<file path="src/sv/qdbp_pkg.sv">
`timescale 1ns / 1ps
// Shared widths, register indexes, select codes and the frame type of the beam position block.
package qdbp_pkg;

	localparam int NUM_CH   = 4;
	localparam int NUM_AX   = 2;
	localparam int CH_IDX_W = $clog2(NUM_CH);

	localparam int SAMPLE_W = 16;
	localparam int SEL_W    = 2;
	localparam int OFF_W    = 17;
	localparam int CUR_W    = 18;
	localparam int SUM_W    = 19;
	localparam int DIFF_W   = 19;
	localparam int POS_W    = 34;

	localparam int IN_W  = 2 * NUM_CH * SAMPLE_W;
	localparam int OUT_W = NUM_CH * CUR_W + NUM_AX * (SUM_W + DIFF_W + POS_W);

	localparam int CFG_IDX_W  = 3;
	localparam int CFG_DATA_W = 17;

	localparam logic [CFG_IDX_W-1:0] REG_SELECT_CH0 = 3'd0;
	localparam logic [CFG_IDX_W-1:0] REG_OFFSET_CH0 = 3'd4;

	localparam logic [SEL_W-1:0] SEL_PING = 2'd0;
	localparam logic [SEL_W-1:0] SEL_PONG = 2'd1;

	localparam int unsigned POSITION_SCALE = 32767;

	localparam int QUEUE_DEPTH = 2;
	localparam int QPTR_W      = $clog2(QUEUE_DEPTH);

	// Currents, sums and differences of one frame; current_ch0 sits in the lowest bits.
	typedef struct packed {
		logic [NUM_AX-1:0][DIFF_W-1:0] diff;
		logic [NUM_AX-1:0][SUM_W-1:0]  sum;
		logic [NUM_CH-1:0][CUR_W-1:0]  cur;
	} item_t;

endpackage

</file>
<file path="src/sv/qdbp_queue.sv">
`timescale 1ns / 1ps
// Short frame queue between the front end and the divider back end.
module qdbp_queue (
	input  logic            clk,
	input  logic            arst_n,
	input  logic            push,
	input  qdbp_pkg::item_t push_item,
	output logic            full,
	input  logic            pop,
	output qdbp_pkg::item_t head_item,
	output logic            empty
);
	import qdbp_pkg::*;

	item_t             ent_q [QUEUE_DEPTH];
	logic [QPTR_W-1:0] wr_ptr_q;
	logic [QPTR_W-1:0] rd_ptr_q;
	logic [QPTR_W:0]   count_q;

	function automatic logic [QPTR_W-1:0] next_ptr(input logic [QPTR_W-1:0] p);
		return (p == QPTR_W'(QUEUE_DEPTH - 1)) ? '0 : p + 1'b1;
	endfunction

	assign empty     = (count_q == '0);
	assign full      = (count_q == (QPTR_W+1)'(QUEUE_DEPTH));
	assign head_item = ent_q[rd_ptr_q];

	always_ff @(posedge clk or negedge arst_n) begin
		if (!arst_n) begin
			wr_ptr_q <= '0;
			rd_ptr_q <= '0;
			count_q  <= '0;
		end else begin
			if (push) wr_ptr_q <= next_ptr(wr_ptr_q);
			if (pop)  rd_ptr_q <= next_ptr(rd_ptr_q);
			if (push && !pop)      count_q <= count_q + 1'b1;
			else if (pop && !push) count_q <= count_q - 1'b1;
		end
	end

	always_ff @(posedge clk) begin
		if (push) ent_q[wr_ptr_q] <= push_item;
	end

	assert property (@(posedge clk) disable iff (!arst_n)
		count_q <= (QPTR_W+1)'(QUEUE_DEPTH))
		else $error("queue fill count exceeds depth");

	assert property (@(posedge clk) disable iff (!arst_n)
		pop |-> !empty)
		else $error("queue popped while empty");

endmodule

</file>
<file path="config.mk">
export PLATFORM = sky130hd
export DESIGN_NAME = qdbp_queue
export DESIGN_NICKNAME = d
export VERILOG_FILES = /design/src/sv/qdbp_pkg.sv /design/src/sv/qdbp_queue.sv
export SDC_FILE = /design/constraint.sdc
export NUM_CORES = 1
export LEC_CHECK = 0
export BUFFER_PORTS_ARGS = -buffer_cell sky130_fd_sc_hd__buf_2
export CAP_MARGIN = 10
export CORE_MARGIN = 5
export CORE_UTILIZATION = 40
export DETAILED_ROUTE_END_ITERATION = 10
export PLACE_DENSITY = 0.73
export SKIP_CTS_REPAIR_TIMING = 1
export SYNTH_ARGS = -nofsm -noshare
export SYNTH_HDL_FRONTEND = slang
export SYNTH_SLANG_ARGS = --single-unit
export TNS_END_PERCENT = 30
</file>
<file path="constraint.sdc">
create_clock -name clk -period 19 [get_ports clk]
set_input_delay 3.8 -clock clk [delete_from_list [all_inputs] [get_ports clk]]
set_output_delay 3.8 -clock clk [all_outputs]
set_load 0.005 [all_outputs]
</file>
Word level (Yosys, flattened, before mapping). Memories as Yosys holds them, arrays and structs flattened. Cells that the tools add are included.

Memories: 1. Register bits after elaboration: 4. Bits in writable memories: 296. Input bits: 152.

Memory list: ent_q (depth 2, bits a word 148, rd ports 1, clocked after Yosys merged registers in 0, write ports 1, line qdbp_queue.sv:15) `item_t ent_q [QUEUE_DEPTH];`.

Multiplexer cells: 6. Reduce and logical (&&, ||, !) cells: 6. Add/sub/neg operators: 4. Eq/ne operators: 1.

Operators by type and width (number): 2-to-1 mux 1 bit (4); 2-to-1 mux 2 bit (2); adder 1 bit, second input constant (2); adder 2 x 1 -> 2 bit, second input constant (1); == test 2 bit, second input constant (1); logical AND 1 bit (2); zero test 1 bit (2); zero test 2 bit (1); nonzero test 2 bit (1); subtractor 2 x 1 -> 2 bit, second input constant (1).

Depth between registers and ports, before layout. Gate-level depths: netlist of the first run.

Depth after elaboration: 4. Gate-level depth with buffers: 5. Mapped depth without buffers: 5.

Least setup slack after synthesis of the first run. Ideal clock, no wire load.

Kind: in2reg. From: input port push. To: memory ent_q[0][0] (netlist bit), enable pin. Required time: 18325 ps. Slack: 8122 ps. Path buffers: 0. Setup time: 675 ps. Arrival: 10202 ps. Stages: 1. Cell sequence: nor2b_1.

Word-level cells in the longest chain between the ends: 2.

Ends and longest elaborated chain: start: declaration (line qdbp_queue.sv:6) `input logic push,`; 2-to-1 mux 1 bit (line qdbp_queue.sv:42) `if (push) ent_q[wr_ptr_q] <= push_item;`; 2-to-1 mux 1 bit (not written as such) (line qdbp_queue.sv:42); end: declaration (line qdbp_queue.sv:15).

Every way passes these cells.

==> results of run 1 <==
registers in the layout, indices dropped and copies added, names as in the netlist:
name      flops
ent_q       296
count_q       2
rd_ptr_q      1
wr_ptr_q      1
metal layers:
layer / up-vias / wire [um] / global-route usage
met3: 43 / 2240 / 0.0477
li1: 2549 / - / -
met5: - / 47 / 0
met1: 2723 / 8850 / 0.166
met4: 8 / 486 / 0.0325
met2: 222 / 10800 / 0.225
worst max-delay path, cell delays in order, from the launching register on:
cell and delay, ns:
dfrtp_4 0.87, buf_4 0.87, mux2_2 0.43, buf_2 0.13
per-stage QoR:
stage                     area [sq um]   util
after floorplan                  11300      -
after global placement           13200  0.472
after detailed placement         13200  0.472
after CTS                        14100  0.507
after global routing             14100  0.507
final                            14100  0.507
cell families (layout without fill, tap and decap cells):
kind of cell	Yosys count	count (layout)
DFF	300	300
muxes	148	148
buffers and inverters	18	364
xor gates and xnor gates	5	5
other	0	2
adders and majority gates	1	1
and+or+nand+nor	5	5
Yosys cell counts:
library cell	instances
and2_1	1
buf_2	3
buf_6	14
dfrtp_1	4
edfxtp_1	296
ha_1	1
inv_1	1
mux2_2	47
mux2_4	101
nor2_1	2
nor2b_1	2
xnor2_1	1
xor2_1	4
power breakdown:
part           total [W]  leakage, nW  internal, W  switching, W
logic           0.000569         2.28     0.000309      0.000259
clock network   0.000572        0.468     0.000337      0.000235
registers       0.000932         2.82     0.000880     0.0000515
worst max-delay path by stage:
stage	from	to	slack, ns	depth (start not counted)
detailed placement	rd_ptr_q	head_item[129]	12.83	3
finish	rd_ptr_q	head_item[129]	12.30	3
global placement	rd_ptr_q	head_item[115]	12.83	3
CTS	rd_ptr_q	head_item[129]	12.22	3
global route	rd_ptr_q	head_item[129]	12.13	3
floorplan	push	ent_q[0][0]	8.12	1
final cells by class:
type,instances,area (sq um),area share
Clock inverter,21,180,0.0127
Sequential cell,300,8990,0.636
Antenna cell,2,5.00,0.000354
Multi-Input combinational cell,159,2140,0.151
Clock buffer,35,791,0.0559
Tap cell,378,473,0.0335
Timing Repair Buffer,307,1550,0.110
Inverter,1,3.75,0.000266
==> run_results.csv, run 1 <==
group,metric,value,unit
clocking,cts_buffers,31,
worst_hold_path,worstHoldStart,"count_q[1]",
clocking,root_buffer,"clkbuf_16",
floorplan,initial_core_util,0.405,
run_status,status,"complete, no violations",
clocking,insertion_delay,0.55,ns
placed_design,pre_cts_slack,12.83,ns
route,firstDrtPassIters,6,
setup_path,crit_type,"flip-flop to output port",
job,maxCapViolations,0,
route,vias,5545,
placed_design,gp_congestion,0.708,
cells_and_area,layout_commonest_cell,"buf_2",
placed_design,placedCellCount,1145,
clocking,cts_tree,"built",
worst_hold_path,min_path_cells,1,
global_route,grt_pass1_wl,33.1,mm
worst_hold_path,hold_class,"flip-flop to flip-flop",
power_and_ir_drop,peakVddDrop,0.0892,mV
floorplan,dieArea,31700,sq um
synth,synthMuxAreaShare,0.181,
timing,finalSetupTns,0,ns
synth,synth_top_area_cell,"edfxtp_1",
cells_and_area,stdcell_count,1203,
setup_path,cp-start-kind,"flip-flop",
placed_design,place_hpwl,15.1,mm
global_route,grt_pass1_vias,5966,
synth,ys_types,13,
cells_and_area,area_growth_syn_to_layout,25.2,%
global_route,grtUsageTotal,0.134,
synth,synth_nets,630,
timing,max_freq,149,MHz
route,first_iter_violations,310,
synth,synth_compound_area_frac,0,
floorplan,die_w,178,um
clocking,h-tree-depth,1,
setup_path,regToRegSetupSlack,16.89,ns
timing,finalCritPeriodShare,0.353,
route,postRouteAntennaNets,0,
floorplan,io_pins,302,
timing,fin_crit,6.70,ns
cells_and_area,final_cell_mix,"buf_2, edfxtp_1, mux2_4",
synth,yosys_warnings,0,
setup_path,required,15.20,ns
power_and_ir_drop,p_per_area,147,nW/um^2
route,drc,0,
worst_hold_path,holdPathEnd,"count_q[1]",
route,routed_via_density,4.61,
placed_design,io_buffers,301,
route,wl,22.4,mm
global_route,grt-ovfl-total,0,
synth,synth_area,11300,sq um
synth,synthSimpleGateAreaFrac,0.00233,
setup_path,arrival,2.90,ns
setup_path,reg2reg_from,"wr_ptr_q",
timing,skew,0.0164,ns
clocking,path_clk_slew,0.06,ns
timing,setup_violations,0,
setup_path,reg2regPathDepth,2,
synth,synth_seq_cells,300,
cells_and_area,drive_gt1_frac,0.609,
synth,yosys.area.top_type_share,0.787,
setup_path,timing.rr.end,"ent_q[0][95]",
clocking,clockBufferDepth,3,
cells_and_area,fillers,2318,
timing,fin_ws,12.30,ns
synth,synth_cells,477,
setup_path,endpoint_kind,"output port",
synth,synth_xor_area_frac,0.00388,
synth,yosys.area_share.adder,0.00111,
synth,syn_area_per_cell,23.7,sq um
clocking,numClockSinks,300,
power_and_ir_drop,p_total,0.00207,W
floorplan,coreArea,27900,sq um
timing,rsz0062_at_grt,"no",
synth,synth_top_family_by_area,"multiplexers",
global_route,grt_max_degree,72,
global_route,antenna_found_initial,6,
timing,timing.hold.ws,0.502,ns
cells_and_area,nets,953,
synth,seq_area_frac_synth,0.796,
timing,tightest_slew,0.994,ns
timing,hold_viol_final,0,
power_and_ir_drop,p_leak,5.57,nW
floorplan,rows,61,
synth,synthTopCellsByArea,"edfxtp_1, mux2_4, mux2_2",
setup_path,worstPathMaxFanout,56,
route,wl_per_cell,18.6,um
timing,slew_viol_final,0,
floorplan,die_height,178,um
timing,relSlewSlack,0.337,
Note: power is estimated with default switching activity, not from simulation.
==> inputs of run 2 (changes only) <==
PLACE_DENSITY = 0.76   (was 0.73)
clock period = 5.45 ns   (was 19 ns; I/O delays follow)
==> run 2 against run 1 <==
  * Non-clock buffer count decreased by 1
  * Sequential power rose to 3.4 times the previous value
  * First-iteration DRC count is 15% lower
  * Highest routed layer unchanged
  * Cell area decreased by 0.25%
==> run_results.csv, run 2 (synthesis results as in run 1) <==
group,metric,value,unit
floorplan,die_w,178,um
placed_design,pre_cts_slack,2.44,ns
timing,skew,0.00620,ns
route,first_iter_violations,264,
floorplan,dieArea,31700,sq um
route,wl,21.4,mm
setup_path,path_delay_family,"buffers and inverters",
placed_design,place_hpwl,14.4,mm
cells_and_area,nets,951,
power_and_ir_drop,p_seq_frac,0.447,
power_and_ir_drop,p_clk_frac,0.265,
cells_and_area,area_growth_syn_to_layout,24.9,%
clocking,cts_buffers,30,
clocking,h-tree-depth,1,
cells_and_area,final_cell_mix,"buf_2, edfxtp_1, mux2_4",
setup_path,crit_type,"flip-flop to output port",
setup_path,reg2reg_from,"wr_ptr_q",
floorplan,initial_core_util,0.405,
job,maxCapViolations,0,
power_and_ir_drop,p_total,0.00710,W
route,postRouteAntennaNets,0,
power_and_ir_drop,p_per_area,504,nW/um^2
cells_and_area,multiInputGateArea,2140,sq um
cells_and_area,layout_commonest_cell,"buf_2",
clocking,numClockSinks,300,
power_and_ir_drop,intPower,0.00525,W
setup_path,crit_chain,"buf_12 > mux2_2 > buf_2",
cells_and_area,regArea,8990,sq um
setup_path,arrival,2.01,ns
worst_hold_path,hold_class,"primary input to async pin",
clocking,clockBufferDepth,3,
power_and_ir_drop,p_sw_frac,0.261,
route,firstDrtPassIters,6,
timing,fin_ws,2.35,ns
route,drc,0,
global_route,grt_pass1_vias,5805,
timing,rsz0062_at_grt,"no",
clocking,cts_tree,"built",
route,routed_via_density,4.53,
power_and_ir_drop,switching_power,0.00185,W
run_status,status,"complete, no violations",
route,wl_per_cell,17.9,um
global_route,antenna_found_initial,7,
cells_and_area,regMostFlops,"ent_q",
cells_and_area,largest_register_ffs,296,
cells_and_area,fillers,2296,
timing,fin_crit,3.10,ns
setup_path,cp-start-kind,"flip-flop",
timing,timing.hold.ws,0.353,ns
timing,max_freq,323,MHz
global_route,grt_pass1_wl,31.7,mm
timing,finalSetupTns,0,ns
floorplan,die_height,178,um
setup_path,timing.rr.end,"ent_q[1][118]",
setup_path,required,4.36,ns
floorplan,io_pins,302,
setup_path,cp.depth,3,
setup_path,slowest_stage,"dfrtp_4",
cells_and_area,fin_util,0.506,
clocking,path_clk_slew,0.06,ns
placed_design,gp_congestion,0.711,
clocking,root_buffer,"clkbuf_16",
setup_path,crit_buf_inv,2,
timing,finalCritPeriodShare,0.568,
placed_design,io_buffers,301,
timing,relSlewSlack,0.248,
global_route,grtUsageTotal,0.128,
cells_and_area,top_regs,"ent_q (296), count_q (2)",
floorplan,rows,61,
power_and_ir_drop,combPwrFrac,0.288,
global_route,grt_max_degree,82,
setup_path,max_stage_delay,0.44,ns
timing,hold_viol_final,0,
power_and_ir_drop,p_leak,5.56,nW
timing,tightest_slew,1.13,ns
setup_path,reg2regPathDepth,2,
clocking,insertion_delay,0.53,ns
setup_path,crit_end,"head_item[141]",
timing,slew_viol_final,0,
setup_path,crit_start,"rd_ptr_q",
setup_path,regToRegSetupSlack,3.25,ns
setup_path,endpoint_kind,"output port",
global_route,grt-ovfl-total,0,
cells_and_area,drive_gt1_frac,0.606,
floorplan,coreArea,27900,sq um
power_and_ir_drop,peakVddDrop,0.369,mV
route,vias,5440,
timing,setup_violations,0,
setup_path,worstPathMaxFanout,75,
==> run 2: layout make-up <==
class / count / area share
Sequential cell: 300 / 0.638
Multi-Input combinational cell: 159 / 0.152
Timing Repair Buffer: 306 / 0.112
Clock buffer: 42 / 0.0579
Tap cell: 378 / 0.0335
Clock inverter: 12 / 0.00630
Antenna cell: 2 / 0.000355
Inverter: 1 / 0.000266
==> run 2: metal layers <==
layer,vias up,part of all wire,GRT usage
met4,12,0.020,0.0354
met3,43,0.087,0.0413
met1,2643,0.38,0.154
li1,2542,-,-
met2,200,0.51,0.222
met5,-,0.0027,0
==> run 2: metrics by stage <==
stage | instance area [sq um] | cells
final | 14100 | 1200
after global routing | 14100 | 1199
after CTS | 14100 | 1198
after detailed placement | 13200 | 1144
after global placement | 13200 | 1144
after floorplan | 11300 | 477
==> run 2: power by group through the flow <==
stage	clock (W)	sequential, W	combinational, W
after floorplan	0	0.00325	0.00139
after global placement	0	0.00320	0.00209
after detailed placement	0	0.00323	0.00210
after CTS	0.00194	0.00318	0.00211
after global routing	0.00204	0.00322	0.00220
final	0.00188	0.00318	0.00205
==> run 2: worst register-to-register path, stage by stage (launching register included) <==
cell	delay [ns]
dfrtp_1	0.41
and2_4	0.78
buf_12	0.53
==> run 2: how the worst min path moves through the flow <==
stage / start / end / slack [ns]
floorplan: count_q[1] / count_q[1] / 0.46
global placement: count_q[1] / count_q[1] / 0.48
detailed placement: count_q[1] / count_q[1] / 0.48
CTS: arst_n / rd_ptr_q / 0.32
global route: arst_n / rd_ptr_q / 0.32
finish: arst_n / rd_ptr_q / 0.35
==> inputs of run 3 (changes only) <==
ABC_AREA = 1   (was not set)
PLACE_DENSITY = 0.73   (was 0.76)
clock period = 3.1 ns   (was 5.45 ns; I/O delays follow)
==> run 3 against run 2 <==
  * Critical path depth is the same
  * Synthesized area grew 0.18%
  * Register-to-register slack lost 1.7 ns
  * Clock skew grew 0.0069 ns
  * Clock power grew 70%
  * Via count grew 2.6%
  * Largest power group unchanged
==> run_results.csv, run 3 <==
group,metric,value,unit
floorplan,dieArea,31700,sq um
timing,finalSetupTns,0,ns
global_route,grt_max_degree,95,
timing,fin_crit,2.80,ns
timing,slew_viol_final,0,
clocking,clockBufferDepth,3,
timing,finalCritPeriodShare,0.903,
setup_path,slowest_stage,"dfrtp_4",
timing,timing.hold.ws,0.270,ns
synth,synth_cells,486,
power_and_ir_drop,peakVddDrop,0.452,mV
route,drc,0,
synth,synth_top_area_cell,"edfxtp_1",
setup_path,worstPathMaxFanout,32,
synth,yosys_warnings,0,
clocking,numClockSinks,300,
cells_and_area,nets,966,
placed_design,place_hpwl,15.0,mm
cells_and_area,largest_register_ffs,296,
cells_and_area,top_regs,"ent_q (296), count_q (2)",
setup_path,cp-start-kind,"flip-flop",
route,postRouteAntennaNets,0,
setup_path,path_delay_family,"flip-flops",
cells_and_area,stdcell_count,1214,
synth,syn_area_per_cell,23.3,sq um
clocking,path_clk_slew,0.06,ns
timing,skew,0.0131,ns
route,firstDrtPassIters,4,
placed_design,io_buffers,301,
synth,synthArstFlopShare,0.0133,
power_and_ir_drop,p_per_area,880,nW/um^2
job,maxCapViolations,0,
floorplan,rows,61,
cells_and_area,final_cell_mix,"buf_2, edfxtp_1, mux2_4",
synth,synth_nets,639,
placed_design,gp_congestion,0.704,
timing,setup_violations,0,
global_route,grtUsageTotal,0.132,
power_and_ir_drop,p_total,0.0125,W
clocking,h-tree-depth,1,
route,wl,22.0,mm
synth,synth_seq_cells,300,
global_route,antenna_found_initial,6,
setup_path,crit_type,"flip-flop to output port",
synth,synth_most_common_cell,"edfxtp_1",
timing,hold_viol_final,0,
power_and_ir_drop,p_leak,5.61,nW
timing,relSlewSlack,0.605,
cells_and_area,regMostFlops,"ent_q",
route,wl_per_cell,18.1,um
setup_path,endpoint_kind,"output port",
timing,tightest_slew,0.592,ns
global_route,grt_pass1_vias,5983,
floorplan,io_pins,302,
cells_and_area,area_growth_syn_to_layout,25.7,%
setup_path,crit_buf_inv,2,
floorplan,die_w,178,um
global_route,grt-ovfl-total,0,
run_status,status,"complete, no violations",
clocking,insertion_delay,0.54,ns
route,vias,5584,
synth,seq_area_frac_synth,0.795,
synth,ys_types,14,
clocking,cts_tree,"built",
cells_and_area,drive_gt1_frac,0.601,
floorplan,die_height,178,um
synth,synth_area,11300,sq um
setup_path,arrival,2.18,ns
worst_hold_path,hold_class,"primary input to flip-flop",
clocking,cts_buffers,30,
setup_path,max_stage_delay,0.79,ns
synth,yosys.area.top_type_share,0.786,
setup_path,crit_chain,"buf_12 > mux2_2 > buf_2",
global_route,grt_pass1_wl,32.7,mm
setup_path,required,2.48,ns
synth,synthTopCellsByArea,"edfxtp_1, mux2_4, mux2_2",
route,routed_via_density,4.60,
clocking,root_buffer,"clkbuf_16",
timing,max_freq,357,MHz
cells_and_area,fin_util,0.510,
synth,synth_commonest_cells,"edfxtp_1, mux2_4, mux2_2",
synth,synth_edf_count,296,
synth,synth_ff_type,"edfxtp_1",
floorplan,coreArea,27900,sq um
timing,rsz0062_at_grt,"no",
placed_design,placedCellCount,1158,
route,first_iter_violations,343,
floorplan,initial_core_util,0.406,
cells_and_area,layout_commonest_cell,"buf_2",
## run 3: changes by cell type after synthesis
cell | before | now
and2_1 | 1 | 0
inv_1 | 1 | 7
nand2_1 | 0 | 5
nand3_1 | 0 | 1
nand4_1 | 0 | 1
nor2_1 | 2 | 3
nor2b_1 | 2 | 0
xor2_1 | 4 | 2
## run 3: path summary, 6_finish.rpt
check                        startpoint              to  cells after the start  slack [ns]
setup / recovery               rd_ptr_q  head_item[127]                      3        0.30
max in group asynchronous        arst_n        rd_ptr_q                      2        2.53
hold reg to reg              count_q[0]      count_q[0]                      1        0.54
setup reg to reg               wr_ptr_q    ent_q[0][30]                      2        1.52
hold / removal             push_item[5]     ent_q[1][5]                      1        0.27
min in group asynchronous        arst_n      count_q[0]                      2        0.43
## run 3: kinds of logic (layout without fill, tap and decap cells)
family / Yosys count / after routing / share of synthesized area
XOR/XNOR: 3 / 3 / 0.00232
AND/OR/NAND/NOR: 10 / 10 / 0.00365
multiplexers: 148 / 148 / 0.181
buffers and inverters: 24 / 372 / 0.0176
flip-flops: 300 / 300 / 0.795
other: 0 / 2 / 0
adder cells (fa/ha/maj): 1 / 1 / 0.00111
## run 3: per-stage QoR
step                      setup WS, ns  instance area (sq um)
after floorplan                 -0.143                  11400
after global placement           0.836                  13300
after detailed placement         0.840                  13300
after CTS                        0.239                  14200
after global routing             0.195                  14200
final                            0.300                  14200
## run 3: per-layer routing
metal	up-vias	global-route usage	routed length, um
li1	2581	-	-
met1	2705	0.156	8350
met2	228	0.224	10800
met3	60	0.0456	2090
met4	10	0.0486	697
met5	-	0	67
## run 3: report_power, final
| group | internal [W] | switching, W |
|---|---|---|
| sequential | 0.00538 | 0.000297 |
| clock | 0.00182 | 0.00137 |
| combinational | 0.00200 | 0.00164 |
## run 3: area by class of cell
| type | count | area [sq um] |
|---|---|---|
| repair buffers | 312 | 1690 |
| fillers | 2286 | 13600 |
| inverters | 7 | 42.5 |
| flip-flops and latches | 300 | 8990 |
| clock buffers | 44 | 825 |
| clock inverters | 9 | 41.3 |
| diodes | 2 | 5.00 |
| multi-input cells | 162 | 2150 |
| well taps | 378 | 473 |
