File: config.mk
export PLATFORM = sky130hd
export DESIGN_NAME = qdbp_front
export DESIGN_NICKNAME = d
export VERILOG_FILES = /design/src/sv/qdbp_pkg.sv /design/src/sv/qdbp_front.sv
export SDC_FILE = /design/constraint.sdc
export NUM_CORES = 1
export LEC_CHECK = 0
export BUFFER_PORTS_ARGS = -buffer_cell sky130_fd_sc_hd__clkbuf_2
export CORE_ASPECT_RATIO = 1.5
export CORE_UTILIZATION = 45
export CTS_BUF_LIST = sky130_fd_sc_hd__clkbuf_4
export DETAILED_ROUTE_END_ITERATION = 8
export PLACE_DENSITY = 0.68
export SKIP_CTS_REPAIR_TIMING = 1
export SYNTH_ARGS = -nofsm -noshare
export SYNTH_HDL_FRONTEND = slang
export SYNTH_SLANG_ARGS = --single-unit
File: constraint.sdc
create_clock -name clk -period 6.15 [get_ports clk]
set_clock_uncertainty 0.1 [all_clocks]
set_input_delay 0.615 -clock clk [delete_from_list [all_inputs] [get_ports clk]]
set_output_delay 0.615 -clock clk [all_outputs]
set_load 0.01 [all_outputs]
File: src/sv/qdbp_pkg.sv
`timescale 1ns / 1ps
// Shared widths, register indexes, select codes and the frame type of the beam position block.
package qdbp_pkg;

	localparam int NUM_CH   = 4;
	localparam int NUM_AX   = 2;
	localparam int CH_IDX_W = $clog2(NUM_CH);

	localparam int SAMPLE_W = 16;
	localparam int SEL_W    = 2;
	localparam int OFF_W    = 17;
	localparam int CUR_W    = 18;
	localparam int SUM_W    = 19;
	localparam int DIFF_W   = 19;
	localparam int POS_W    = 34;

	localparam int IN_W  = 2 * NUM_CH * SAMPLE_W;
	localparam int OUT_W = NUM_CH * CUR_W + NUM_AX * (SUM_W + DIFF_W + POS_W);

	localparam int CFG_IDX_W  = 3;
	localparam int CFG_DATA_W = 17;

	localparam logic [CFG_IDX_W-1:0] REG_SELECT_CH0 = 3'd0;
	localparam logic [CFG_IDX_W-1:0] REG_OFFSET_CH0 = 3'd4;

	localparam logic [SEL_W-1:0] SEL_PING = 2'd0;
	localparam logic [SEL_W-1:0] SEL_PONG = 2'd1;

	localparam int unsigned POSITION_SCALE = 32767;

	localparam int QUEUE_DEPTH = 2;
	localparam int QPTR_W      = $clog2(QUEUE_DEPTH);

	// Currents, sums and differences of one frame; current_ch0 sits in the lowest bits.
	typedef struct packed {
		logic [NUM_AX-1:0][DIFF_W-1:0] diff;
		logic [NUM_AX-1:0][SUM_W-1:0]  sum;
		logic [NUM_CH-1:0][CUR_W-1:0]  cur;
	} item_t;

endpackage

File: src/sv/qdbp_front.sv
`timescale 1ns / 1ps
// Front end: configuration registers, source select, offset removal, axis sum and difference.
module qdbp_front (
	input  logic                               clk,
	input  logic                               arst_n,
	input  logic                               cfg_we,
	input  logic [qdbp_pkg::CFG_IDX_W-1:0]     cfg_index,
	input  logic [qdbp_pkg::CFG_DATA_W-1:0]    cfg_data,
	input  logic                               s_tvalid,
	output logic                               s_tready,
	input  logic [qdbp_pkg::IN_W-1:0]          s_tdata,
	output logic                               push,
	output qdbp_pkg::item_t                    push_item,
	input  logic                               full
);
	import qdbp_pkg::*;

	logic [NUM_CH-1:0][SEL_W-1:0] sel_q;
	logic [NUM_CH-1:0][OFF_W-1:0] off_q;

	logic                         vld_s1;
	logic [NUM_CH-1:0][CUR_W-1:0] cur_s1;
	logic                         vld_s2;
	item_t                        item_s2;

	logic                         front_adv;
	logic [NUM_CH-1:0][CUR_W-1:0] cur_d;
	item_t                        item_d;

	assign front_adv = !vld_s2 || !full;
	assign s_tready  = front_adv;
	assign push      = vld_s2 && !full;
	assign push_item = item_s2;

	always_ff @(posedge clk or negedge arst_n) begin
		if (!arst_n) begin
			sel_q <= '0;
			off_q <= '0;
		end else if (cfg_we) begin
			if (cfg_index >= REG_OFFSET_CH0) begin
				off_q[CH_IDX_W'(cfg_index - REG_OFFSET_CH0)] <= cfg_data[OFF_W-1:0];
			end else begin
				sel_q[CH_IDX_W'(cfg_index - REG_SELECT_CH0)] <= cfg_data[SEL_W-1:0];
			end
		end
	end

	always_comb begin
		logic [SAMPLE_W-1:0] ping;
		logic [SAMPLE_W-1:0] pong;
		logic [SAMPLE_W:0]   pair;
		logic [SAMPLE_W-1:0] pick;
		for (int c = 0; c < NUM_CH; c++) begin
			ping = s_tdata[2*c*SAMPLE_W +: SAMPLE_W];
			pong = s_tdata[(2*c+1)*SAMPLE_W +: SAMPLE_W];
			pair = {1'b0, ping} + {1'b0, pong};
			unique case (sel_q[c])
				SEL_PING: pick = ping;
				SEL_PONG: pick = pong;
				default:  pick = pair[SAMPLE_W:1];
			endcase
			cur_d[c] = {2'b00, pick} - {off_q[c][OFF_W-1], off_q[c]};
		end
	end

	always_comb begin
		logic [SUM_W-1:0] s;
		item_d.cur = cur_s1;
		for (int a = 0; a < NUM_AX; a++) begin
			s = {cur_s1[a][CUR_W-1], cur_s1[a]} + {cur_s1[a+NUM_AX][CUR_W-1], cur_s1[a+NUM_AX]};
			// replace a zero sum by one, both for the division and the report
			item_d.sum[a]  = (s == '0) ? SUM_W'(1) : s;
			item_d.diff[a] = {cur_s1[a+NUM_AX][CUR_W-1], cur_s1[a+NUM_AX]}
			                 - {cur_s1[a][CUR_W-1], cur_s1[a]};
		end
	end

	always_ff @(posedge clk or negedge arst_n) begin
		if (!arst_n) begin
			vld_s1 <= 1'b0;
			vld_s2 <= 1'b0;
		end else if (front_adv) begin
			vld_s1 <= s_tvalid;
			vld_s2 <= vld_s1;
		end
	end

	always_ff @(posedge clk) begin
		if (front_adv) begin
			cur_s1  <= cur_d;
			item_s2 <= item_d;
		end
	end

endmodule

# Yosys cells after proc, flatten, opt, wreduce, memory -nomap -nowiden
# Index checks and enable logic that the tools add are counted.
# Widths: inputs -> output; s select.
[word_totals] register_bits=298 latch_bits=0 ramBits=0 mem_bits_ro=0 word_cells=69 memories=0
[classes] n_addsub=13 mul=0 div=0 n_lt_le_gt_ge=5 n_eq_ne=4 shifts=0 mux=10 bitwise_logic=1 reduce_logical=14
[op_table] cell="$pmux 16 s2" count=4
[op_table] cell="$sub 17x17->18" count=4
[op_table] cell="$add 16x16->17" count=4
[op_table] cell="$bwmux 68" count=1
[op_table] cell="$add 18x18->19" count=2
[op_table] cell="$logic_not 19->1" count=2
[op_table] cell="$sub 18x18->19" count=2
[op_table] cell="$demux 17 s2" count=1
[op_table] cell="$mux 17" count=1
[op_table] cell="$bwmux 8" count=1
[op_table] cell="$eq 2x1->1 const B" count=4
[op_table] cell="$logic_not 2->1" count=4
[op_table] cell="$lt 2x3->1 const B" count=2
[op_table] cell="$demux 2 s2" count=1
[op_table] cell="$ge 2x1->1 const B" count=2
[op_table] cell="$reduce_and 2->1" count=2
[op_table] cell="$ge 3x3->1 const B" count=1
[op_table] cell="$logic_and 1x1->1" count=3
[op_table] cell="$logic_not 1->1" count=2
[op_table] cell="$mux 2" count=1
[op_table] cell="$sub 2x1->2 const B" count=1
[op_table] cell="$logic_or 1x1->1" count=1
[op_table] cell="$not 1->1" count=1

# Logic depth before layout (Yosys ltp)
# Gate-level depths: netlist (run 1).
[depth] depth_word=6 depth_mapped=19 mapped_depth_nobuf=19

# Worst setup path after synthesis (run 1)
# OpenSTA, ideal clock, no wires.
[synth_path] kind="input port to flip-flop" startpoint="input port full" endpoint="register vld_s1" arrival_time_ns=6.118 required_time_ns=5.960 setup_slack_ns=-0.158 stages=2 n_path_buf=0 path_cell_list="nand2_1 > mux2_2"
[synth_via] elab_chain_len=2
[synth_lines] item="from (decl)" line_no="qdbp_front.sv:14" source="input logic full"
[synth_lines] item="$logic_not 1->1" line_no="qdbp_front.sv:30" source="assign front_adv = !vld_s2 || !full;"
[synth_lines] item="$logic_or 1x1->1" line_no="qdbp_front.sv:30"
[synth_lines] item="to (signal assigned)" line_no="qdbp_front.sv:83" source="vld_s1 <= s_tvalid;"
[synth_lines] item="to (decl)" line_no="qdbp_front.sv:21" source="logic vld_s1;"
# No other way between the ends.
# A chain may end at the register's enable or synchronous reset.

==> flow_metrics.env, run 1 <==
export IMPL_final_core_util_pct=52.9
export IMPL_synth_edf_count=220
export IMPL_holdWs_ns=0.0587
export IMPL_netlist_area_mm2=0.0202
export IMPL_total_power_uw=12800
export IMPL_synth_most_common_cell="edfxtp_1"
export IMPL_initial_core_util_pct=45.9
export IMPL_grt_max_degree=136
export IMPL_clockPowerShare_pct=12.7
export IMPL_grt_overflow_total=0
export IMPL_cts_buffer_depth=3
export IMPL_nets=2675
export IMPL_routedWlPerCell_um=17.4
export IMPL_cts_clk_slew_worst_paths_ns=0.07
export IMPL_power_share_combinational_pct=55.4
export IMPL_hp_class="input port to register"
export IMPL_numCtsBuffers=72
export IMPL_p_per_area_mw_per_mm2=549
export IMPL_grt_pass1_wl_um=80400
export IMPL_viasPerCell=5.39
export IMPL_finalWorstSetupSlack_ns=1.85
export IMPL_async_reset_ff_share_pct=26.2
export IMPL_vias=15900
export IMPL_drive_above_1_share_pct=22.8
export IMPL_areaGrowthSynthToFinish_pct=15.2
export IMPL_ys_seq_area_share_pct=42.3
export IMPL_route_detailed_drc=0
export IMPL_cts_sinks=298
export IMPL_setup_tns_ns=0
export IMPL_sequentialPowerShare_pct=31.9
export IMPL_synthCells=1982
export IMPL_clock_latency_ns=0.75
export IMPL_dp_slack_ns=1.25
export IMPL_synthTopCellsByArea="edfxtp_1, ha_1, dfrtp_1, xnor2_1, mux2_2"
export IMPL_grt_setup_unrepaired="no"
export IMPL_period_share_pct=70.0
export IMPL_routed_wl_um=51300
export IMPL_dieHeight_um=262
export IMPL_antenna_found_initial=3
export IMPL_relSlewSlack_pct=31.1
export IMPL_switching_share_pct=42.7
export IMPL_tightest_slew_ns=1.03
export IMPL_fp_coreArea_mm2=0.0441
export IMPL_critical_path_required_ns=6.61
export IMPL_ys_seq_elements=298
export IMPL_ys_types=70
export IMPL_ant_nets=0
export IMPL_gr_usage_all_layers_pct=22.4
export IMPL_max_freq_mhz=232
export IMPL_synth_fp_nets=2343
export IMPL_cp_end_kind="register"
export IMPL_yosysWarnings=0
export IMPL_critical_path_class="register to register"
export IMPL_gp_congestion=0.933
export IMPL_syn_area_per_cell_um2=10.2
export IMPL_htreeDepth=3
export IMPL_cts_root_buf="clkbuf_4"
export IMPL_min_period_ns=4.30
export IMPL_cp_max_fo=32
export IMPL_die_x_um=175
export IMPL_arrival_ns=4.76
export IMPL_drt_iter0_drc=867
export IMPL_hpwl_um=41300
export IMPL_yosysTopAreaCellShare_pct=32.6
export IMPL_drt_first_pass_iters=5
export IMPL_start_kind="register"
export IMPL_synth_flop_cell="edfxtp_1"
export IMPL_drv_slew=0
export IMPL_pin_count=303
export IMPL_status="finished clean"
export IMPL_grt_pass1_vias=15700
export IMPL_synth_largest_area_cell="edfxtp_1"
export IMPL_die_area_mm2=0.0459
export IMPL_synthTopCellsByCount="edfxtp_1, ha_1, inv_1"
export IMPL_port_buffer_count=302
export IMPL_leakagePower_uw=0.0104
export IMPL_hold_violations=0
export IMPL_finalSetupViolations=0
export IMPL_ir_drop_mv=0.199
export IMPL_cap_violations=0
export IMPL_rows=94
export IMPL_power_switching_uw=5470
export IMPL_p_int_uw=7340
export IMPL_cts_tree="done"
power by group through the flow:
stage | clock (uW) | combinational, uW | sequential [uW]
final | 1620 | 7100 | 4080
after floorplan | 0 | 5010 | 4140
after global placement | 0 | 6930 | 4120
after CTS | 1690 | 7100 | 4110
after detailed placement | 0 | 7070 | 4150
after global routing | 1770 | 7910 | 4180
placed cells by master, fill, tap and decap left out, types with 46 or more instances in the layout:
cell type | Yosys | layout
clkbuf_2 | 0 | 301
edfxtp_1 | 220 | 220
ha_1 | 196 | 196
inv_1 | 176 | 176
o21ai_0 | 146 | 146
a21oi_1 | 130 | 130
nand2_1 | 130 | 129
clkbuf_4 | 0 | 105
xnor2_1 | 102 | 102
nor2_1 | 93 | 93
dfrtp_1 | 78 | 78
mux2_2 | 71 | 71
nor3_1 | 65 | 64
nor2b_1 | 59 | 59
mux2i_1 | 46 | 46
metrics by stage:
step,std cells,area (um2)
5_1_grt,2950,23300
3_3_place_gp,2814,22400
4_1_cts,2946,23300
6_report,2950,23300
3_5_place_dp,2814,22400
2_1_floorplan,1982,20300
registers in the layout, indices dropped and copies added (netlist names):
register   cells
vld_s1         1
push_item    148
sel_q          8
cur_s1        72
off_q         68
vld_s2         1
critical path, stage by stage (launching register included):
cell and delay [ns]:
dfrtp_1 0.94, o21ai_0 0.35, ha_1 0.34, nor2b_1 0.12, o21ai_0 0.18, a21boi_0 0.14
o21ai_0 0.41, a211oi_1 0.24, a2111oi_0 0.74, o21ai_0 0.26, a211oi_1 0.30
layout make-up:
class / count / area (um2)
Timing Repair Buffer: 313 / 1610
Sequential cell: 298 / 8560
Clock inverter: 27 / 144
Inverter: 177 / 664
Antenna cell: 2 / 5.00
Tap cell: 576 / 721
Clock buffer: 105 / 788
Multi-Input combinational cell: 1452 / 10800
Fill cell: 4046 / 20800
kinds of logic after synthesis:
logic type	after synthesis	share of synthesized area, %
AO/OA/AOI/OAI	496	15.7
buffers and inverters	232	4.37
multiplexers	117	6.22
XOR/XNOR	141	6.10
AND/OR/NAND/NOR	490	12.1
flip-flops	298	42.3
adder cells (fa/ha/maj)	208	13.3
metal layers:
metal,routed length [um],part of all wire (%),up-vias,global-route usage [%]
met2,25400,50,430,39.4
li1,-,-,7896,-
met4,2470,4.8,2,12.1
met5,13,0.025,-,0
met1,21200,41,7452,26.0
met3,2270,4.4,115,3.86
path summary, 6_finish.rpt:
path	start	end	slack, ns	depth (start not counted)
max	sel_q[5]	cur_s1[53]	1.85	10
min	cfg_data[15]	off_q[15]	0.06	3
max reg2reg	sel_q[5]	cur_s1[53]	1.85	10
min reg2reg	vld_s1	vld_s2	0.38	1
max in group asynchronous	arst_n	sel_q[4]	4.77	2
min in group asynchronous	arst_n	off_q[17]	0.49	2
No activity file was read; power rests on OpenSTA's default activity.
==> run 2: changes to the inputs <==
--- a/config.mk
+++ b/config.mk
@@ -5,12 +5,13 @@
 export SDC_FILE = /design/constraint.sdc
 export NUM_CORES = 1
 export LEC_CHECK = 0
+export ABC_AREA = 1
 export BUFFER_PORTS_ARGS = -buffer_cell sky130_fd_sc_hd__clkbuf_2
 export CORE_ASPECT_RATIO = 1.5
 export CORE_UTILIZATION = 45
 export CTS_BUF_LIST = sky130_fd_sc_hd__clkbuf_4
 export DETAILED_ROUTE_END_ITERATION = 8
-export PLACE_DENSITY = 0.68
+export PLACE_DENSITY = 0.65
 export SKIP_CTS_REPAIR_TIMING = 1
 export SYNTH_ARGS = -nofsm -noshare
 export SYNTH_HDL_FRONTEND = slang
==> constraint.sdc (replaced) <==
create_clock -name clk -period 4.03 [get_ports clk]
set_clock_uncertainty 0.1 [all_clocks]
set_input_delay 0.403 -clock clk [delete_from_list [all_inputs] [get_ports clk]]
set_output_delay 0.403 -clock clk [all_outputs]
set_load 0.01 [all_outputs]
==> run 2 against run 1 <==
Against the previous run:
- synthesized cell count is 31% higher
- largest power group unchanged
- critical path type unchanged
- critical path depth is 5 higher
- flip-flop and latch count stayed put
- worst hold slack worse by 0.031 ns
- critical endpoint is now cur_s1[49]
- fmax is 17% higher
- core utilization is 0.20 points lower
- clock power is 57% higher
- die area is 5.7% higher
- routed wire length is 19% higher
==> flow_metrics.env, run 2 <==
export IMPL_worstHoldStart="cfg_we"
export IMPL_arrival_ns=4.06
export IMPL_regToRegStartpoint="sel_q[5]"
export IMPL_cp_max_fo=13
export IMPL_port_buffer_count=302
export IMPL_route_detailed_drc=0
export IMPL_met3_length_um=3130
export IMPL_synth_edf_count=220
export IMPL_min_path_cells=5
export IMPL_grt_pass1_wl_um=94900
export IMPL_drt_first_pass_iters=7
export IMPL_final_cell_mix="nand2_1, inv_1, clkbuf_2"
export IMPL_grt_setup_unrepaired="no"
export IMPL_yosysTopAreaCellShare_pct=30.9
export IMPL_drv_slew=0
export IMPL_ant_nets=0
export IMPL_ys_seq_elements=298
export IMPL_die_x_um=180
export IMPL_start_kind="register"
export IMPL_syn_area_per_cell_um2=8.25
export IMPL_largest_reg_flops=148
export IMPL_status="finished clean"
export IMPL_total_power_uw=20800
export IMPL_async_reset_ff_share_pct=26.2
export IMPL_hold_violations=0
export IMPL_htreeDepth=3
export IMPL_cts_sinks=298
export IMPL_grt_pass1_vias=18700
export IMPL_die_area_mm2=0.0485
export IMPL_vias=18800
export IMPL_period_share_pct=91.3
export IMPL_cts_clk_slew_worst_paths_ns=0.07
export IMPL_viasPerCell=5.19
export IMPL_tightest_slew_ns=1.05
export IMPL_routedWlPerCell_um=16.9
export IMPL_reg2regPathDepth=15
export IMPL_fp_coreArea_mm2=0.0468
export IMPL_numCtsBuffers=74
export IMPL_routed_wl_um=61000
export IMPL_ff2ff_setup_slack_ns=0.35
export IMPL_grt_max_degree=97
export IMPL_clock_latency_ns=0.76
export IMPL_nFillCells=4576
export IMPL_max_freq_mhz=272
export IMPL_ir_drop_mv=0.271
export IMPL_drive_above_1_share_pct=17.3
export IMPL_finalSetupViolations=0
export IMPL_cap_violations=0
export IMPL_synth_fp_nets=2956
export IMPL_antenna_found_initial=13
export IMPL_cts_buffer_depth=3
export IMPL_cts_tree="done"
export IMPL_gr_usage_all_layers_pct=24.9
export IMPL_relSlewSlack_pct=30.1
export IMPL_leakagePower_uw=0.0124
export IMPL_ys_types=55
export IMPL_synthTopCellsByArea="edfxtp_1, ha_1, nand2_1, dfrtp_1, inv_1"
export IMPL_cts_root_buf="clkbuf_4"
export IMPL_hp_class="input port to register"
export IMPL_timing_rr_end="cur_s1[49]"
export IMPL_final_common_cell="nand2_1"
export IMPL_synth_flop_cell="edfxtp_1"
export IMPL_synth_most_common_cell="nand2_1"
export IMPL_grt_overflow_total=0
export IMPL_synth_largest_area_cell="edfxtp_1"
export IMPL_drt_iter0_drc=896
export IMPL_min_period_ns=3.68
export IMPL_setup_tns_ns=0
export IMPL_multi_input_area_mm2=0.0109
export IMPL_areaGrowthSynthToFinish_pct=15.3
export IMPL_cp_end_kind="register"
export IMPL_startpoint="sel_q[5]"
export IMPL_ys_seq_area_share_pct=40.0
export IMPL_rows=97
export IMPL_finalWorstSetupSlack_ns=0.351
export IMPL_seq_area_mm2=0.00856
export IMPL_wl_met1_um=25300
export IMPL_synthTopCellsByCount="nand2_1, inv_1, edfxtp_1"
export IMPL_critical_path_required_ns=4.41
export IMPL_netlist_area_mm2=0.0214
export IMPL_dr_wl_met2_um=30400
export IMPL_critical_path_class="register to register"
export IMPL_pin_count=303
export IMPL_dieHeight_um=269
export IMPL_p_per_area_mw_per_mm2=844
export IMPL_dp_slack_ns=0.372
export IMPL_synthCells=2595
export IMPL_hpwl_um=49800
export IMPL_whs_endpoint="sel_q[1]"
export IMPL_yosysWarnings=0
export IMPL_initial_core_util_pct=45.7
export IMPL_nets=3322
export IMPL_route_top_layer_used="met5"
export IMPL_gp_congestion=0.938
## run 2: changes by cell type after synthesis, sizes merged, moves of 59 or more
| cell | previous run | this run |
|---|---|---|
| nand2 | 130 | 614 |
| inv | 176 | 428 |
| nand3 | 28 | 132 |
| xnor2 | 102 | 18 |
| nor2 | 93 | 169 |
| mux2 | 71 | 0 |
| nor2b | 59 | 0 |
## run 2: through the flow
| stage | instances | hold slack, ns | util (%) | area [um2] |
|---|---|---|---|---|
| 4_1_cts | 3585 | -0.301 | 52.1 | 24400 |
| 5_1_grt | 3614 | 0.0299 | 52.7 | 24700 |
| 3_5_place_dp | 3455 | 0.345 | 50.1 | 23500 |
| 3_3_place_gp | 3455 | 0.333 | 50.1 | 23500 |
| 2_1_floorplan | 2595 | 0.00741 | - | 21400 |
| 6_report | 3615 | 0.0279 | 52.7 | 24700 |
## run 2: kinds of logic (layout without fill, tap and decap cells)
| family | count (synthesis) | count (layout) | synth area share, % |
|---|---|---|---|
| adders and majority gates | 208 | 208 | 12.6 |
| and+or+nand+nor | 979 | 979 | 19.4 |
| AOI/OAI and AO/OA | 522 | 522 | 14.6 |
| buffers and inverters | 480 | 900 | 9.01 |
| DFF | 298 | 298 | 40.0 |
| xor gates and xnor gates | 108 | 108 | 4.45 |
| other | 0 | 6 | 0 |
## run 2: worst max path at each step
stage,end
detailed placement,cur_s1[13]
global placement,cur_s1[69]
CTS,cur_s1[49]
finish,cur_s1[49]
global route,cur_s1[49]
floorplan,cur_s1[0]
## run 2: report_power, final
part           switching [uW]  total (uW)  internal, uW
Combinational            7910       12100          4200
Clock                    1230        2540          1310
Sequential                813        6190          5370
## run 2: per-layer routing
layer  up-vias  GRT usage [%]
li1       9450              -
met1      8653           29.0
met2       523           44.6
met3       128           4.44
met4        18           11.0
met5         -              0
## run 2: cell type report
cell class	count	area share, %
diodes	6	0.0608
clock buffers	103	3.13
clock inverters	27	0.644
inverters	430	6.56
multi-input cells	1817	44.3
flip-flops and latches	298	34.7
well taps	594	3.01
repair buffers	340	7.59
## run 2: worst max-delay path, stage by stage (launching register included)
cell and delay (ns):
dfrtp_1 0.68, inv_1 0.32, nand2_1 0.15, inv_1 0.11, a221oi_1 0.59, ha_1 0.35, nand3_1 0.08, nand2_1 0.10
a21oi_1 0.26, o21ai_1 0.13, nand3_1 0.15, nand2_1 0.11, nand2_1 0.09, nand2_1 0.07, nand2_1 0.06, nand2_1 0.05
==> run 3: changes to the inputs <==
--- a/config.mk
+++ b/config.mk
@@ -7,11 +7,10 @@
 export LEC_CHECK = 0
 export ABC_AREA = 1
 export BUFFER_PORTS_ARGS = -buffer_cell sky130_fd_sc_hd__clkbuf_2
-export CORE_ASPECT_RATIO = 1.5
-export CORE_UTILIZATION = 45
+export CORE_ASPECT_RATIO = 1.1
+export CORE_UTILIZATION = 40
 export CTS_BUF_LIST = sky130_fd_sc_hd__clkbuf_4
 export DETAILED_ROUTE_END_ITERATION = 8
-export PLACE_DENSITY = 0.65
 export SKIP_CTS_REPAIR_TIMING = 1
 export SYNTH_ARGS = -nofsm -noshare
 export SYNTH_HDL_FRONTEND = slang
==> run 3 against run 2 <==
Against the previous run:
- the run now ends with hold timing left
- register-to-register slack improved by 0.15 ns
- worst hold slack lost 0.042 ns
- design area increased by 0.85%
- critical path type unchanged
- highest routed layer unchanged
==> flow_metrics.env, run 3 (synthesis gave the netlist of run 2 again) <==
export IMPL_gr_usage_all_layers_pct=23.3
export IMPL_grt_pass1_vias=18600
export IMPL_route_detailed_drc=0
export IMPL_dieHeight_um=245
export IMPL_routed_wl_um=63700
export IMPL_ir_drop_mv=0.269
export IMPL_cts_buffer_depth=3
export IMPL_cts_root_buf="clkbuf_4"
export IMPL_path_cells="inv_1 -> nand2_1 -> inv_1 -> a221oi_1 -> ha_1 -> nand3_1 -> nand2_1 -> a21oi_1 -> o21ai_1 -> nand3_1 -> nand2_1 -> nand2_1 -> nand2_1 -> nand2_1 -> nand2_1"
export IMPL_port_buffer_count=302
export IMPL_nFillCells=5262
export IMPL_antenna_found_initial=15
export IMPL_cts_clk_slew_worst_paths_ns=0.06
export IMPL_clock_latency_ns=0.80
export IMPL_viasPerCell=5.08
export IMPL_setup_tns_ns=0
export IMPL_status="finished with violations"
export IMPL_final_common_cell="nand2_1"
export IMPL_grt_setup_unrepaired="no"
export IMPL_vias=18900
export IMPL_max_freq_mhz=283
export IMPL_min_period_ns=3.53
export IMPL_drv_slew=0
export IMPL_grt_pass1_wl_um=99000
export IMPL_hold_violations=3
export IMPL_tightest_slew_ns=0.988
export IMPL_drt_iter0_drc=1108
export IMPL_ant_nets=0
export IMPL_arrival_ns=3.96
export IMPL_cpLargestDelayFamily="compound AO/OA/AOI/OAI gates"
export IMPL_routedWlPerCell_um=17.2
export IMPL_startpoint="sel_q[5]"
export IMPL_grt_max_degree=99
export IMPL_rows=88
export IMPL_regToRegStartpoint="sel_q[5]"
export IMPL_cts_sinks=298
export IMPL_fp_coreArea_mm2=0.0526
export IMPL_drt_first_pass_iters=5
export IMPL_pin_count=303
export IMPL_numCtsBuffers=82
export IMPL_grt_overflow_total=0
export IMPL_nets=3330
export IMPL_hpwl_um=51600
export IMPL_die_x_um=223
export IMPL_slowest_stage="dfrtp_1"
export IMPL_initial_core_util_pct=40.7
export IMPL_max_stage_delay_ns=0.66
export IMPL_worstHoldStart="cfg_we"
export IMPL_hp_class="input port to register"
export IMPL_htreeDepth=3
export IMPL_leakagePower_uw=0.0124
export IMPL_drive_above_1_share_pct=17.7
export IMPL_cap_violations=0
export IMPL_areaGrowthSynthToFinish_pct=16.3
export IMPL_p_per_area_mw_per_mm2=857
export IMPL_cp_end_kind="register"
export IMPL_relSlewSlack_pct=33.9
export IMPL_critical_path_required_ns=4.46
export IMPL_cp_max_fo=13
export IMPL_cts_tree="done"
export IMPL_gp_congestion=0.946
export IMPL_crit_buf_inv=2
export IMPL_final_core_util_pct=47.3
export IMPL_violations="hold timing"
export IMPL_holdWs_ns=-0.0144
export IMPL_start_kind="register"
export IMPL_final_cell_mix="nand2_1, inv_1, clkbuf_2"
export IMPL_critical_path_class="register to register"
export IMPL_die_area_mm2=0.0544
export IMPL_finalSetupViolations=0
export IMPL_largest_reg_flops=148
export IMPL_critPathMostFrequentCell="nand2_1"
export IMPL_period_share_pct=87.6
## run 3: cell count changes in the layout (fill, tap and decap cells not counted), sizes merged
cell / before / now
clkinv: 23 / 30
clkbuf: 404 / 416
dlygate4sd3: 24 / 23
buf: 15 / 16
inv: 431 / 429
clkinvlp: 1 / 0
## run 3: cell type report
type	count	area [um2]	area share [%]
clock buffers	115	863	3.47
clock inverters	31	180	0.724
inverters	430	1620	6.51
multi-input cells	1817	10900	43.9
well taps	675	845	3.39
diodes	6	15.0	0.0603
repair buffers	340	1870	7.51
flip-flops and latches	298	8560	34.4
## run 3: where the power goes
group          switching (uW)  internal, uW
Combinational            8070          4210
Clock                    1320          1450
Sequential                903          5380
Total                   10300         11000
## run 3: stage by stage
| stage | cells | total power, uW | area (um2) | setup slack, ns |
|---|---|---|---|---|
| global route | 3712 | 23200 | 24900 | 0.215 |
| CTS | 3683 | 21400 | 24600 | 0.448 |
| floorplan | 2595 | 14900 | 21400 | 0.378 |
| global placement | 3537 | 18400 | 23600 | 0.383 |
| detailed placement | 3537 | 18500 | 23600 | 0.354 |
| finish | 3712 | 21300 | 24900 | 0.498 |
## run 3: path summary, 6_finish.rpt
kind | end | slack, ns | depth (start not counted)
hold / removal | sel_q[1] | -0.01 | 6
setup / recovery | cur_s1[49] | 0.50 | 15
setup reg to reg | cur_s1[49] | 0.50 | 15
hold reg to reg | vld_s2 | 0.35 | 2
max in group asynchronous | off_q[16] | 2.85 | 3
min in group asynchronous | off_q[54] | 0.13 | 2
## run 3: tightest hold or removal path: stages
cell      delay, ns
clkbuf_2       0.09
inv_1          0.05
nor2_1         0.08
nand2_1        0.09
nand2_1        0.05
o21ai_0        0.07
## run 3: layer usage
layer	up-vias	GRT usage, %	wire (um)
li1	9478	-	-
met1	8775	31.0	29600
met2	489	38.2	29300
met3	95	4.37	3370
met4	14	7.77	1400
met5	-	0	102
